### config.mk
export PLATFORM = sky130hd
export DESIGN_NAME = bitmap_block_pool_allocator_unit
export DESIGN_NICKNAME = d
export VERILOG_FILES = /design/src/rtl/core/bbpa_pkg.sv /design/src/rtl/core/bitmap_block_pool_allocator_unit.sv /design/src/rtl/core/bbpa_map_ram.sv /design/src/rtl/core/bbpa_div.sv
export SDC_FILE = /design/constraint.sdc
export NUM_CORES = 2
export LEC_CHECK = 0
export BUFFER_PORTS_ARGS = -buffer_cell sky130_fd_sc_hd__clkbuf_2
export CAP_MARGIN = 20
export CORE_MARGIN = 4
export CORE_UTILIZATION = 30
export CTS_BUF_LIST = sky130_fd_sc_hd__clkbuf_8
export DETAILED_ROUTE_END_ITERATION = 7
export HOLD_SLACK_MARGIN = 0.12
export PLACE_DENSITY_LB_ADDON = 0.08
export SYNTH_ARGS = -nofsm -noshare
export SYNTH_HDL_FRONTEND = slang
export SYNTH_SLANG_ARGS = --single-unit
### constraint.sdc
create_clock -name clk -period 5.8 [get_ports clk]
set_clock_uncertainty 0.15 [all_clocks]
set_input_delay 0.87 -clock clk [delete_from_list [all_inputs] [get_ports clk]]
set_output_delay 0.87 -clock clk [all_outputs]
set_load 0.01 [all_outputs]
### src/rtl/core/bbpa_pkg.sv
// bbpa_pkg: shared sizes, codes and request/result types for the block pool allocator
// no dependencies; used by every module in rtl/core
`default_nettype none

package bbpa_pkg;

  localparam int MAX_BLOCKS = 256;
  localparam int ROW_W      = 8;
  localparam int ROWS       = MAX_BLOCKS / ROW_W;
  localparam int RA_W       = $clog2(ROWS);
  localparam int BIT_W      = $clog2(ROW_W);
  localparam int IDX_W      = $clog2(MAX_BLOCKS);
  localparam int CNT_W      = IDX_W + 1;
  localparam int SPAN_W     = CNT_W + 16;
  localparam int PROD_W     = IDX_W + 16;
  localparam int STEP_W     = $clog2(IDX_W);

  localparam int CFG_IDX_W  = 2;
  localparam int CFG_DATA_W = 32;

  localparam logic [CFG_IDX_W-1:0] REG_BASE_ADDRESS = 2'd0;
  localparam logic [CFG_IDX_W-1:0] REG_BLOCK_SIZE   = 2'd1;
  localparam logic [CFG_IDX_W-1:0] REG_BLOCK_COUNT  = 2'd2;

  localparam logic [31:0] BASE_ADDRESS_RESET = 32'h2000_0000;
  localparam logic [15:0] BLOCK_SIZE_RESET   = 16'd64;
  localparam logic [8:0]  BLOCK_COUNT_RESET  = 9'd256;

  localparam logic KIND_ALLOC = 1'b0;
  localparam logic KIND_FREE  = 1'b1;

  typedef enum logic [2:0] {
    ST_OK           = 3'd0,
    ST_TOO_LARGE    = 3'd1,
    ST_EMPTY        = 3'd2,
    ST_OUT_OF_RANGE = 3'd3,
    ST_NULL_ADDRESS = 3'd4
  } status_t;

  typedef struct packed {
    logic        kind;
    logic [15:0] request_length;
    logic [31:0] free_address;
  } req_t;

  typedef struct packed {
    status_t     status;
    logic [31:0] block_address;
    logic [7:0]  block_number;
  } rsp_t;

  typedef struct packed {
    logic             en;
    logic [RA_W-1:0]  addr;
    logic [ROW_W-1:0] data;
  } map_wr_t;

endpackage

`default_nettype wire

### src/rtl/core/bitmap_block_pool_allocator_unit.sv
// Fixed-size block pool allocator: configuration registers, sequencer, result register.
// An allocate request scans the free bitmap memory one row of eight blocks per cycle; one
// that finds a free block then multiplies its index by the block size and adds the base
// address, and one that finds none reports an empty pool. A free request that lies inside
// the pool divides its offset by the block size in a divider that yields one bit of the
// block index per cycle, then reads and rewrites the bitmap row. Requests refused as
// too_large, empty pool or null_address go straight to the result; out_of_range frees do
// so after the range check. After reset the bitmap memory is swept to all free, one row
// per cycle, and no request is taken until then; configuration writes are taken at any time.
// One request is worked on at a time, and the next is taken while a finished result still
// waits in the output register.
`default_nettype none

module bitmap_block_pool_allocator_unit (
  input  wire                             clk,
  input  wire                             rst,
  input  wire                             cfg_write,
  input  wire  [bbpa_pkg::CFG_IDX_W-1:0]  cfg_index,
  input  wire  [bbpa_pkg::CFG_DATA_W-1:0] cfg_data,
  input  wire                             in_valid,
  output logic                            in_ready,
  input  wire bbpa_pkg::req_t             in_data,
  output logic                            out_valid,
  input  wire                             out_ready,
  output bbpa_pkg::rsp_t                  out_data
);

  typedef enum logic [9:0] {
    S_CLEAR = 10'b00_0000_0001,
    S_IDLE  = 10'b00_0000_0010,
    S_ASCAN = 10'b00_0000_0100,
    S_AMUL  = 10'b00_0000_1000,
    S_AADD  = 10'b00_0001_0000,
    S_FCHK  = 10'b00_0010_0000,
    S_FDIV  = 10'b00_0100_0000,
    S_FRD   = 10'b00_1000_0000,
    S_FWR   = 10'b01_0000_0000,
    S_DONE  = 10'b10_0000_0000
  } state_t;

  state_t state;

  logic [31:0] base_address;
  logic [15:0] block_size;
  logic [8:0]  block_count;

  logic [bbpa_pkg::CNT_W-1:0]  n_use;
  logic [bbpa_pkg::RA_W-1:0]   clr_row;
  logic [bbpa_pkg::RA_W:0]     scan_row;
  logic [bbpa_pkg::RA_W-1:0]   chk_row;
  logic                        chk_vld;
  logic [bbpa_pkg::IDX_W-1:0]  idx;
  logic [bbpa_pkg::PROD_W-1:0] prod;
  logic [31:0]                 off;
  logic                        below;
  logic [bbpa_pkg::SPAN_W-1:0] span;
  bbpa_pkg::rsp_t              res;

  logic                        in_fire;
  logic                        issue_ok;
  logic                        out_of_pool;
  logic [bbpa_pkg::ROW_W-1:0]  masked;
  logic                        hit;
  logic [bbpa_pkg::BIT_W-1:0]  hit_bit;

  bbpa_pkg::map_wr_t           map_wr;
  logic                        ram_re;
  logic [bbpa_pkg::RA_W-1:0]   ram_raddr;
  logic [bbpa_pkg::ROW_W-1:0]  ram_rdata;

  logic                        div_start;
  logic                        div_done;
  logic [bbpa_pkg::IDX_W-1:0]  div_q;

  bbpa_map_ram u_map (
    .clk   (clk),
    .wr    (map_wr),
    .re    (ram_re),
    .raddr (ram_raddr),
    .rdata (ram_rdata)
  );

  bbpa_div u_div (
    .clk      (clk),
    .rst      (rst),
    .start    (div_start),
    .dividend (off),
    .divisor  (block_size),
    .done     (div_done),
    .quotient (div_q)
  );

  assign n_use = (32'(block_count) > 32'(bbpa_pkg::MAX_BLOCKS))
               ? bbpa_pkg::CNT_W'(bbpa_pkg::MAX_BLOCKS)
               : bbpa_pkg::CNT_W'(block_count);

  assign in_ready    = (state == S_IDLE);
  assign in_fire     = in_valid && in_ready;
  assign issue_ok    = {scan_row, bbpa_pkg::BIT_W'(0)} < n_use;
  assign out_of_pool = below || (32'(span) <= off);
  assign div_start   = (state == S_FCHK) && !out_of_pool;

  // free bits of the row under check that lie inside the pool
  always_comb begin
    for (int b = 0; b < bbpa_pkg::ROW_W; b++) begin
      masked[b] = chk_vld && ram_rdata[b]
               && ({1'b0, chk_row, bbpa_pkg::BIT_W'(b)} < n_use);
    end
  end

  assign hit = |masked;

  always_comb begin
    hit_bit = '0;
    for (int b = bbpa_pkg::ROW_W - 1; b >= 0; b--) begin
      if (masked[b]) begin
        hit_bit = bbpa_pkg::BIT_W'(b);
      end
    end
  end

  always_comb begin
    map_wr    = '0;
    ram_re    = 1'b0;
    ram_raddr = '0;
    if (state == S_CLEAR) begin
      map_wr.en   = 1'b1;
      map_wr.addr = clr_row;
      map_wr.data = '1;
    end else if (state == S_ASCAN) begin
      ram_re    = issue_ok;
      ram_raddr = scan_row[bbpa_pkg::RA_W-1:0];
      if (hit) begin
        map_wr.en   = 1'b1;
        map_wr.addr = chk_row;
        map_wr.data = ram_rdata & ~(bbpa_pkg::ROW_W'(1) << hit_bit);
      end
    end else if (state == S_FRD) begin
      ram_re    = 1'b1;
      ram_raddr = idx[bbpa_pkg::IDX_W-1:bbpa_pkg::BIT_W];
    end else if (state == S_FWR) begin
      map_wr.en   = 1'b1;
      map_wr.addr = idx[bbpa_pkg::IDX_W-1:bbpa_pkg::BIT_W];
      map_wr.data = ram_rdata | (bbpa_pkg::ROW_W'(1) << idx[bbpa_pkg::BIT_W-1:0]);
    end
  end

  always_ff @(posedge clk) begin
    if (rst) begin
      base_address <= bbpa_pkg::BASE_ADDRESS_RESET;
      block_size   <= bbpa_pkg::BLOCK_SIZE_RESET;
      block_count  <= bbpa_pkg::BLOCK_COUNT_RESET;
    end else if (cfg_write) begin
      unique case (cfg_index)
        bbpa_pkg::REG_BASE_ADDRESS: base_address <= cfg_data;
        bbpa_pkg::REG_BLOCK_SIZE:   block_size   <= cfg_data[15:0];
        bbpa_pkg::REG_BLOCK_COUNT:  block_count  <= cfg_data[8:0];
        default: ;
      endcase
    end
  end

  always_ff @(posedge clk) begin
    if (rst) begin
      state   <= S_CLEAR;
      clr_row <= '0;
    end else begin
      unique case (state)
        S_CLEAR: begin
          clr_row <= clr_row + 1'b1;
          if (clr_row == bbpa_pkg::RA_W'(bbpa_pkg::ROWS - 1)) begin
            state <= S_IDLE;
          end
        end
        S_IDLE: begin
          if (in_fire) begin
            res.block_address <= '0;
            res.block_number  <= '0;
            if (in_data.kind == bbpa_pkg::KIND_ALLOC) begin
              scan_row <= '0;
              chk_vld  <= 1'b0;
              if (in_data.request_length > block_size) begin
                res.status <= bbpa_pkg::ST_TOO_LARGE;
                state      <= S_DONE;
              end else if (n_use == '0) begin
                res.status <= bbpa_pkg::ST_EMPTY;
                state      <= S_DONE;
              end else begin
                state <= S_ASCAN;
              end
            end else begin
              off   <= in_data.free_address - base_address;
              below <= in_data.free_address < base_address;
              span  <= bbpa_pkg::SPAN_W'(n_use) * bbpa_pkg::SPAN_W'(block_size);
              if (in_data.free_address == '0) begin
                res.status <= bbpa_pkg::ST_NULL_ADDRESS;
                state      <= S_DONE;
              end else begin
                state <= S_FCHK;
              end
            end
          end
        end
        S_ASCAN: begin
          scan_row <= scan_row + 1'b1;
          chk_row  <= scan_row[bbpa_pkg::RA_W-1:0];
          chk_vld  <= issue_ok;
          if (hit) begin
            idx   <= {chk_row, hit_bit};
            state <= S_AMUL;
          end else if (!issue_ok) begin
            res.status <= bbpa_pkg::ST_EMPTY;
            state      <= S_DONE;
          end
        end
        S_AMUL: begin
          prod  <= bbpa_pkg::PROD_W'(idx) * bbpa_pkg::PROD_W'(block_size);
          state <= S_AADD;
        end
        S_AADD: begin
          res.status        <= bbpa_pkg::ST_OK;
          res.block_address <= base_address + 32'(prod);
          res.block_number  <= 8'(idx);
          state             <= S_DONE;
        end
        S_FCHK: begin
          if (out_of_pool) begin
            res.status <= bbpa_pkg::ST_OUT_OF_RANGE;
            state      <= S_DONE;
          end else begin
            state <= S_FDIV;
          end
        end
        S_FDIV: begin
          if (div_done) begin
            idx   <= div_q;
            state <= S_FRD;
          end
        end
        S_FRD: begin
          state <= S_FWR;
        end
        S_FWR: begin
          res.status       <= bbpa_pkg::ST_OK;
          res.block_number <= 8'(idx);
          state            <= S_DONE;
        end
        S_DONE: begin
          if (!out_valid || out_ready) begin
            state <= S_IDLE;
          end
        end
        default: state <= S_CLEAR;
      endcase
    end
  end

  always_ff @(posedge clk) begin
    if (rst) begin
      out_valid <= 1'b0;
    end else if (state == S_DONE && (!out_valid || out_ready)) begin
      out_valid <= 1'b1;
      out_data  <= res;
    end else if (out_ready) begin
      out_valid <= 1'b0;
    end
  end

  a_no_map_clash: assert property (@(posedge clk) disable iff (rst)
    (ram_re && map_wr.en) |-> (ram_raddr != map_wr.addr))
    else $error("bitmap row read and written in the same cycle");

  a_out_from_done: assert property (@(posedge clk) disable iff (rst)
    $rose(out_valid) |-> $past(state == S_DONE))
    else $error("result raised outside the done state");

  a_div_owned: assert property (@(posedge clk) disable iff (rst)
    div_done |-> (state == S_FDIV))
    else $error("divider finished while no free request waits on it");

  a_alloc_in_pool: assert property (@(posedge clk) disable iff (rst)
    (state == S_AMUL) |-> ({1'b0, idx} < n_use))
    else $error("allocated block lies outside the pool");

endmodule

`default_nettype wire

### src/rtl/core/bbpa_map_ram.sv
// bbpa_map_ram: free bitmap storage, one row of bits per word, registered read
// depends on bbpa_pkg
`default_nettype none

module bbpa_map_ram (
  input  wire                        clk,
  input  wire bbpa_pkg::map_wr_t     wr,
  input  wire                        re,
  input  wire  [bbpa_pkg::RA_W-1:0]  raddr,
  output logic [bbpa_pkg::ROW_W-1:0] rdata
);

  logic [bbpa_pkg::ROW_W-1:0] mem [bbpa_pkg::ROWS];

  always_ff @(posedge clk) begin
    if (wr.en) begin
      mem[wr.addr] <= wr.data;
    end
  end

  always_ff @(posedge clk) begin
    if (re) begin
      rdata <= mem[raddr];
    end
  end

endmodule

`default_nettype wire

### src/rtl/core/bbpa_div.sv
// bbpa_div: restoring divider, one quotient bit per cycle, turns a pool offset into a block index
// depends on bbpa_pkg
`default_nettype none

module bbpa_div (
  input  wire                        clk,
  input  wire                        rst,
  input  wire                        start,
  input  wire  [31:0]                dividend,
  input  wire  [15:0]                divisor,
  output logic                       done,
  output logic [bbpa_pkg::IDX_W-1:0] quotient
);

  logic                        busy;
  logic [bbpa_pkg::STEP_W-1:0] step;
  logic [31:0]                 rem;
  logic [31:0]                 trial;
  logic                        fits;

  assign trial = {16'd0, divisor} << step;
  assign fits  = rem >= trial;

  always_ff @(posedge clk) begin
    if (rst) begin
      busy <= 1'b0;
      done <= 1'b0;
    end else begin
      done <= 1'b0;
      if (start) begin
        busy     <= 1'b1;
        step     <= bbpa_pkg::STEP_W'(bbpa_pkg::IDX_W - 1);
        rem      <= dividend;
        quotient <= '0;
      end else if (busy) begin
        if (fits) begin
          rem            <= rem - trial;
          quotient[step] <= 1'b1;
        end
        if (step == '0) begin
          busy <= 1'b0;
          done <= 1'b1;
        end else begin
          step <= step - 1'b1;
        end
      end
    end
  end

endmodule

`default_nettype wire

Word-level counts from Yosys, hierarchy flattened
Memories as Yosys holds them, arrays and structs flattened. A register that Yosys moved wholly into a read port is not among the register bits.
Cells that the tools add are included.
- bits in registers: 306
- bits in latches: 0
- RAM bits: 256
- memory bits (read-only): 0
- input bits: 88
- output and inout port bits: 45
- logic and storage cells: 208
- memories: 1
- add/sub/neg operators: 6
- multiply operators: 2
- div/mod/pow operators: 0
- $lt $le $gt $ge: 16
- equal/unequal tests: 26
- shift-type cells: 3
- mux-type cells: 69
- bitwise gates (word level): 6
- reduce and logical (&&, ||, !) cells: 54
- memories (memory ; words ; width ; rd ports ; clocked after Yosys merged registers in ; wr ports ; line ; source):
    u_map.mem ; 32 ; 8 ; 1 ; 1 ; 1 ; bbpa_map_ram.sv:13 ; logic [bbpa_pkg::ROW_W-1:0] mem [bbpa_pkg::ROWS];
- operators with widths (kind ; number):
    10-bit 2-to-1 mux ; 11
    32-bit 2-to-1 mux ; 3
    10-bit one-hot mux with 9 select lines ; 1
    8-bit by 9-bit < comparator with 1-bit output ; 8
    14-bit 2-to-1 mux ; 5
    32-bit one-hot mux with 2 select lines ; 1
    32-bit subtractor ; 2
    3-bit 2-to-1 mux ; 17
    43-bit 2-to-1 mux ; 1
    32-bit by 24-bit adder with 32-bit output ; 1
    32-bit >= comparator ; 1
    25-bit by 32-bit less-or-equal comparator with 1-bit output ; 1
    32-bit logical NOT ; 1
    32-bit < comparator ; 1
    8-bit 2-to-1 mux ; 4
    8-bit one-hot mux with 2 select lines ; 2
    16-bit by 3-bit left shift with 32-bit output ; 1
    9-bit by 16-bit multiplier with 25-bit output ; 1
    8-bit by 16-bit multiplier with 24-bit output ; 1
    1-bit logical AND ; 20
    16-bit greater-than comparator ; 1
    8-bit bitwise OR ; 2
    1-bit by 3-bit left shift with 8-bit output (first input constant) ; 2
    5-bit 2-to-1 mux ; 3
    other kinds (50) ; 91

Longest topological paths before layout
- depth in word-level cells: 20
- depth in mapped cells: 23
- gate-level depth less buffers: 21

Hierarchy
From an unflattened synthesis, not the netlist that was laid out.
- cells, all modules: 3224
- area, all modules: 36293.6 µm²
- modules (own cells, without submodules) (module ; times used ; cells an instance ; area an instance (µm²) ; seq. area each (µm²)):
    bitmap_block_pool_allocator_unit ; 1 ; 2343 ; 22064.9 ; 7106.8
    bbpa_map_ram ; 1 ; 417 ; 10133.5 ; 7927.6
    bbpa_div ; 1 ; 464 ; 4095.2 ; 1331.3

Worst setup path before layout
Ideal clock, no wire load.
- kind: reg-to-reg
- start: reg u_div.step[0] (netlist bit)
- end: reg u_div.quotient[0] (netlist bit) (enable)
- setup time: 460 ps
- arrival time: 5711 ps
- data required time: 5190 ps
- path slack: -521 ps
- cell stages (with the launch flop): 15
- path buffers: 2
- period minus slack after synthesis: 6321 ps
- cell sequence: edfxtp_1 -> buf_1 -> clkbuf_1 -> nor2_1 -> and3_1 -> ha_1 -> fa_1 -> nand2b_1 -> a21oi_1 -> nor4b_1 -> o31ai_1 -> o41ai_2 -> o41ai_2 -> a31oi_1 -> a41oi_1
- word-level cells in the longest chain between the ends: 4
- ends and longest elaborated chain (element ; line ; source):
    from (decl) ; bbpa_div.sv:16 ; logic [bbpa_pkg::STEP_W-1:0] step;
    from (signal assigned) ; bbpa_div.sv:32 ; step <= bbpa_pkg::STEP_W'(bbpa_pkg::IDX_W - 1);
    from (signal assigned) ; bbpa_div.sv:44 ; step <= step - 1'b1;
    16-bit by 3-bit left shift with 32-bit output ; bbpa_div.sv:21 ; assign trial = {16'd0, divisor} << step;
    32-bit >= comparator ; bbpa_div.sv:22 ; assign fits = rem >= trial;
    2-bit nonzero test (no line) ; n/a ;
    3-bit AND reduction (no line) ; n/a ;
    to (signal assigned) ; bbpa_div.sv:34 ; quotient <= '0;
    to (signal, indexed assignment) ; bbpa_div.sv:38 ; quotient[step] <= 1'b1;
    to (decl) ; bbpa_div.sv:12 ; output logic [bbpa_pkg::IDX_W-1:0] quotient
Every way passes these cells.
A chain may end at the register's enable or synchronous reset.

Final worst setup path
- start: reg block_count[8]
- end: reg span[23] (netlist bit), data pin
- word-level cells in the longest chain between the ends: 3
- ends and longest elaborated chain (element ; line ; source):
    from (decl) ; bitmap_block_pool_allocator_unit.sv:45 ; logic [8:0] block_count;
    from (signal assigned) ; bitmap_block_pool_allocator_unit.sv:152 ; block_count <= bbpa_pkg::BLOCK_COUNT_RESET;
    from (signal assigned) ; bitmap_block_pool_allocator_unit.sv:157 ; bbpa_pkg::REG_BLOCK_COUNT: block_count <= cfg_data[8:0];
    9-bit greater-than comparator ; bitmap_block_pool_allocator_unit.sv:93 ; assign n_use = (32'(block_count) > 32'(bbpa_pkg::MAX_BLOCKS))
    9-bit 2-to-1 mux * ; bitmap_block_pool_allocator_unit.sv:94 ; ? bbpa_pkg::CNT_W'(bbpa_pkg::MAX_BLOCKS)
    9-bit by 16-bit multiplier with 25-bit output * ; bitmap_block_pool_allocator_unit.sv:194 ; span <= bbpa_pkg::SPAN_W'(n_use) * bbpa_pkg::SPAN_W'(block_size);
    to (signal assigned) ; bitmap_block_pool_allocator_unit.sv:194 ;
    to (decl) ; bitmap_block_pool_allocator_unit.sv:56 ; logic [bbpa_pkg::SPAN_W-1:0] span;
Every way passes the cells marked *; elsewhere a longest branch is shown, timed or not.

==> results.md <==
- CP max stage cell: fa_1
- I/O Pins: 133
- Worst endpoint required time: 6.23 ns
- CTS tree: yes
- Post-Synth Adder-Cell Area: 18.0%
- First-pass GRT wire length: 180000 um
- Ys flop type: edfxtp_1
- WHS Path Cells: 3
- All-Layer GR Usage: 18.8%
- Mapped Area: 36400 um2
- Most numerous cell in the Yosys netlist: nand2_1
- Layout overhead on the synthesized area: 15.3%
- Place WS: 0.0484 ns
- Critical path depth: 21
- Largest net degree at the start of global routing: 76
- Die H: 356 um
- Top cell family by delay on the critical path: adder cells
- Leading area contributor after synthesis: edfxtp_1
- Relative slew margins: 33.4%
- Design area: 42000 um2
- Routed WL: 120000 um
- Clock power share: 39.4%
- Final setup margin: 0.350 ns
- Iter 0 DRT Violations: 1634
- Lkg Pwr: 17.0 nW
- Clock transition at path regs: 0.07 ns
- Worst-skew pair later-pin latency: 0.82 ns
- Simple-Gate Fraction of Synth Area: 16.8%
- Asr flop ratio synth: 0%
- DP Area: 39700 um2
- Buf/Inv on CP: 5
- Die ar.: 127000 um2
- Slew Limit Fails: 0
- Worst hold path class: input pin to flop
- Critical path class: flop to flop
- Synthesis Warnings: 0
- Mux share of post-synthesis cell area: 1.34%
- RSZ-0062 raised after global routing: false
- Longest Clk Path Bufs: 3
- Final Hold Violating Endpoints: 0
- Num CTS Buffers: 105
- Top post-synthesis cells by area: edfxtp_1, fa_1, ha_1
- Fin crit share: 94.0%
- Sw Ratio: 27.3%
- Row count: 127
- Post-route ant nets: 0
- Initial core utilization: 30.3%
- Crit path max fanout: 13
- Sequential element share of the synthesized area: 44.9%
- Final setup vio count: 0
- Status: completed
- Register bit total from synthesis: 570
- Synth top area share: 40.8%
- Power, Total: 9.37 mW
- Comb pwr share: 11.0%
- Syn Nets: 4102
- H-tree depth: 3
- Worst Setup End Kind: flop
- Drt first pass iters: 7
- Gp weighted congestion: 0.853
- Worst Path Arrival: 5.88 ns
- Die width: 356 um
- Post-synth EDFFs: 495
- Netlist cell types: 86
- P_int: 6.81 mW
- Post-synth top cells: nand2_1, edfxtp_1, inv_1
- Sequential power share: 49.6%
- Complex-gate fraction of the synthesized area: 10.4%
- Post-Syn Instances: 3602
- XOR/XNOR share of the synthesized area: 2.98%
- P_sw: 2.56 mW
- Gr ovfl total: 0
- CP max stage delay: 0.56 ns
- Slew @ Worst Pin: 0.998 ns
- Vias in the first global route: 27.3k
- CP dominant cell by count: fa_1
- Peak supply drop: 0.000226 V
- Vias: 26.8k
- Final net count: 4356
- Max_cap viols: 0
- Setup TNS: 0 ns
- Clock sinks: 570
- Dpl hpwl: 89600 um
- Share of layout cells above drive strength 1: 12.6%
- R2R cell count: 21
- Layout Utilization: 34.9%
- Largest family of logic cells by synthesized area: adder cells
- PD cells: 223 nW/um2
- Vias per cell: 4.84
- Startpoint types: flop
- CTS root buffer: clkbuf_8
- Mapped Avg Cell Area: 10.1 um2
- Max Fclk: 183 MHz
- Core area: 120000 um2
- Crit path cell chain: buf_4 -> nor2b_1 -> buf_4 -> nand2_1 -> fa_1 -> inv_1 -> fa_1 -> fa_1 -> inv_1 -> fa_1 -> inv_1 -> ha_1 -> o211ai_1 -> nand2_1 -> a41oi_1 -> a211oi_1 -> nor2_1 -> a211o_1 -> o21bai_1 -> a21oi_1 -> xnor2_1
- Residual DRC count: 0
- Initial antenna violation count: 5
- Tmin final: 5.45 ns
- Post-DR wirelength/cell: 21.7 um
- Port Buf Inserts: 132
## worst paths after layout
path	from	endpoint	slack [ns]
max reg2reg	block_count[8]$_SDFFE_PP1P_	span[23]$_DFFE_PP_	0.35
max	block_count[8]$_SDFFE_PP1P_	span[23]$_DFFE_PP_	0.35
min reg2reg	res[25]$_SDFFCE_PN0P_	out_data[25]$_DFFE_PP_	0.24
min	cfg_data[16]	base_address[16]$_SDFFE_PP0P_	0.21
## layout by cell type (no fill, tap or decap), types with 8 or more instances in the layout
cell / instances
and2_1: 62
ha_1: 226
dfxtp_1: 72
or3_1: 17
nand4_1: 22
a21oi_1: 183
clkinv_1: 24
a222oi_1: 11
nand2b_1: 19
nor3_1: 39
clkbuf_8: 107
nand3_1: 116
nor2_1: 251
clkbuf_2: 131
nor4_1: 20
edfxtp_1: 495
o211ai_1: 13
mux2i_1: 24
mux2_2: 8
o31ai_1: 8
nand2_1: 669
clkinv_2: 12
fa_1: 186
buf_4: 147
o21a_1: 19
a211oi_1: 26
o21ai_0: 98
xnor2_1: 78
a21o_1: 43
o22ai_1: 12
xor2_1: 46
and3_1: 46
nor2b_1: 33
inv_1: 384
o21bai_1: 21
a31oi_1: 45
dlygate4sd3_1: 19
o21ai_1: 13
## worst min-delay path: stages
cell and delay [ns]:
clkbuf_2 0.09, nand2_1 0.06, a21oi_1 0.05
## area by class of cell
cell class,instances,area (um2)
multi-input cells,2516,18200
repair buffers,306,2130
clock inverters,75,442
fillers,12372,78300
inverters,357,1340
diodes,2,5.00
flip-flops and latches,570,16400
clock buffers,107,1470
well taps,1612,2020
## logic make-up after synthesis
family                     after synthesis
muxes                                   39
AOI/OAI and AO/OA                      589
DFF                                    570
and+or+nand+nor                       1352
xor gates and xnor gates               124
adders and majority gates              412
buffers and inverters                  516
## power groups by stage
stage	logic (mW)	registers [mW]	clock network, mW
after floorplan	0.598	4.72	0
after global placement	1.03	4.74	0
after detailed placement	1.03	4.74	0
after CTS	1.04	4.65	3.86
after global routing	1.14	4.65	4.01
final	1.03	4.65	3.69
## metrics by stage
step                      std cells  hold slack [ns]
after floorplan                3602            0.250
after global placement         5330            0.253
after detailed placement       5331            0.255
after CTS                      5532            0.132
after global routing           5544            0.149
final                          5545            0.209
## per-layer routing
layer / wire length, um / global-route usage [%] / part of all wire [%]
met4: 2660 / 4.77 / 2.2
met3: 5120 / 2.78 / 4.2
met2: 56800 / 31.2 / 47
met1: 55800 / 25.9 / 46
met5: 13 / 0 / 0.011
## repair_timing
action,in CTS,in global routing
endpoints found under the setup margin,0,7
resized for setup,0,11
hold endpoints to repair,20,0
setup buffers,0,8
hold buffers,19,0
## registers in the layout (all words and copies together), names as in the netlist
signal          flops
chk_vld             1
u_div.step          3
out_valid           1
u_map.rdata         8
scan_row            6
u_map.mem         256
u_div.busy          1
chk_row             5
u_div.done          1
out_data           43
block_size         16
base_address       32
below               1
state              10
u_div.quotient      8
u_div.rem          32
res                43
prod               24
off                32
span               25
clr_row             5
block_count         9
idx                 8
Power figures use the tool's default switching activity.
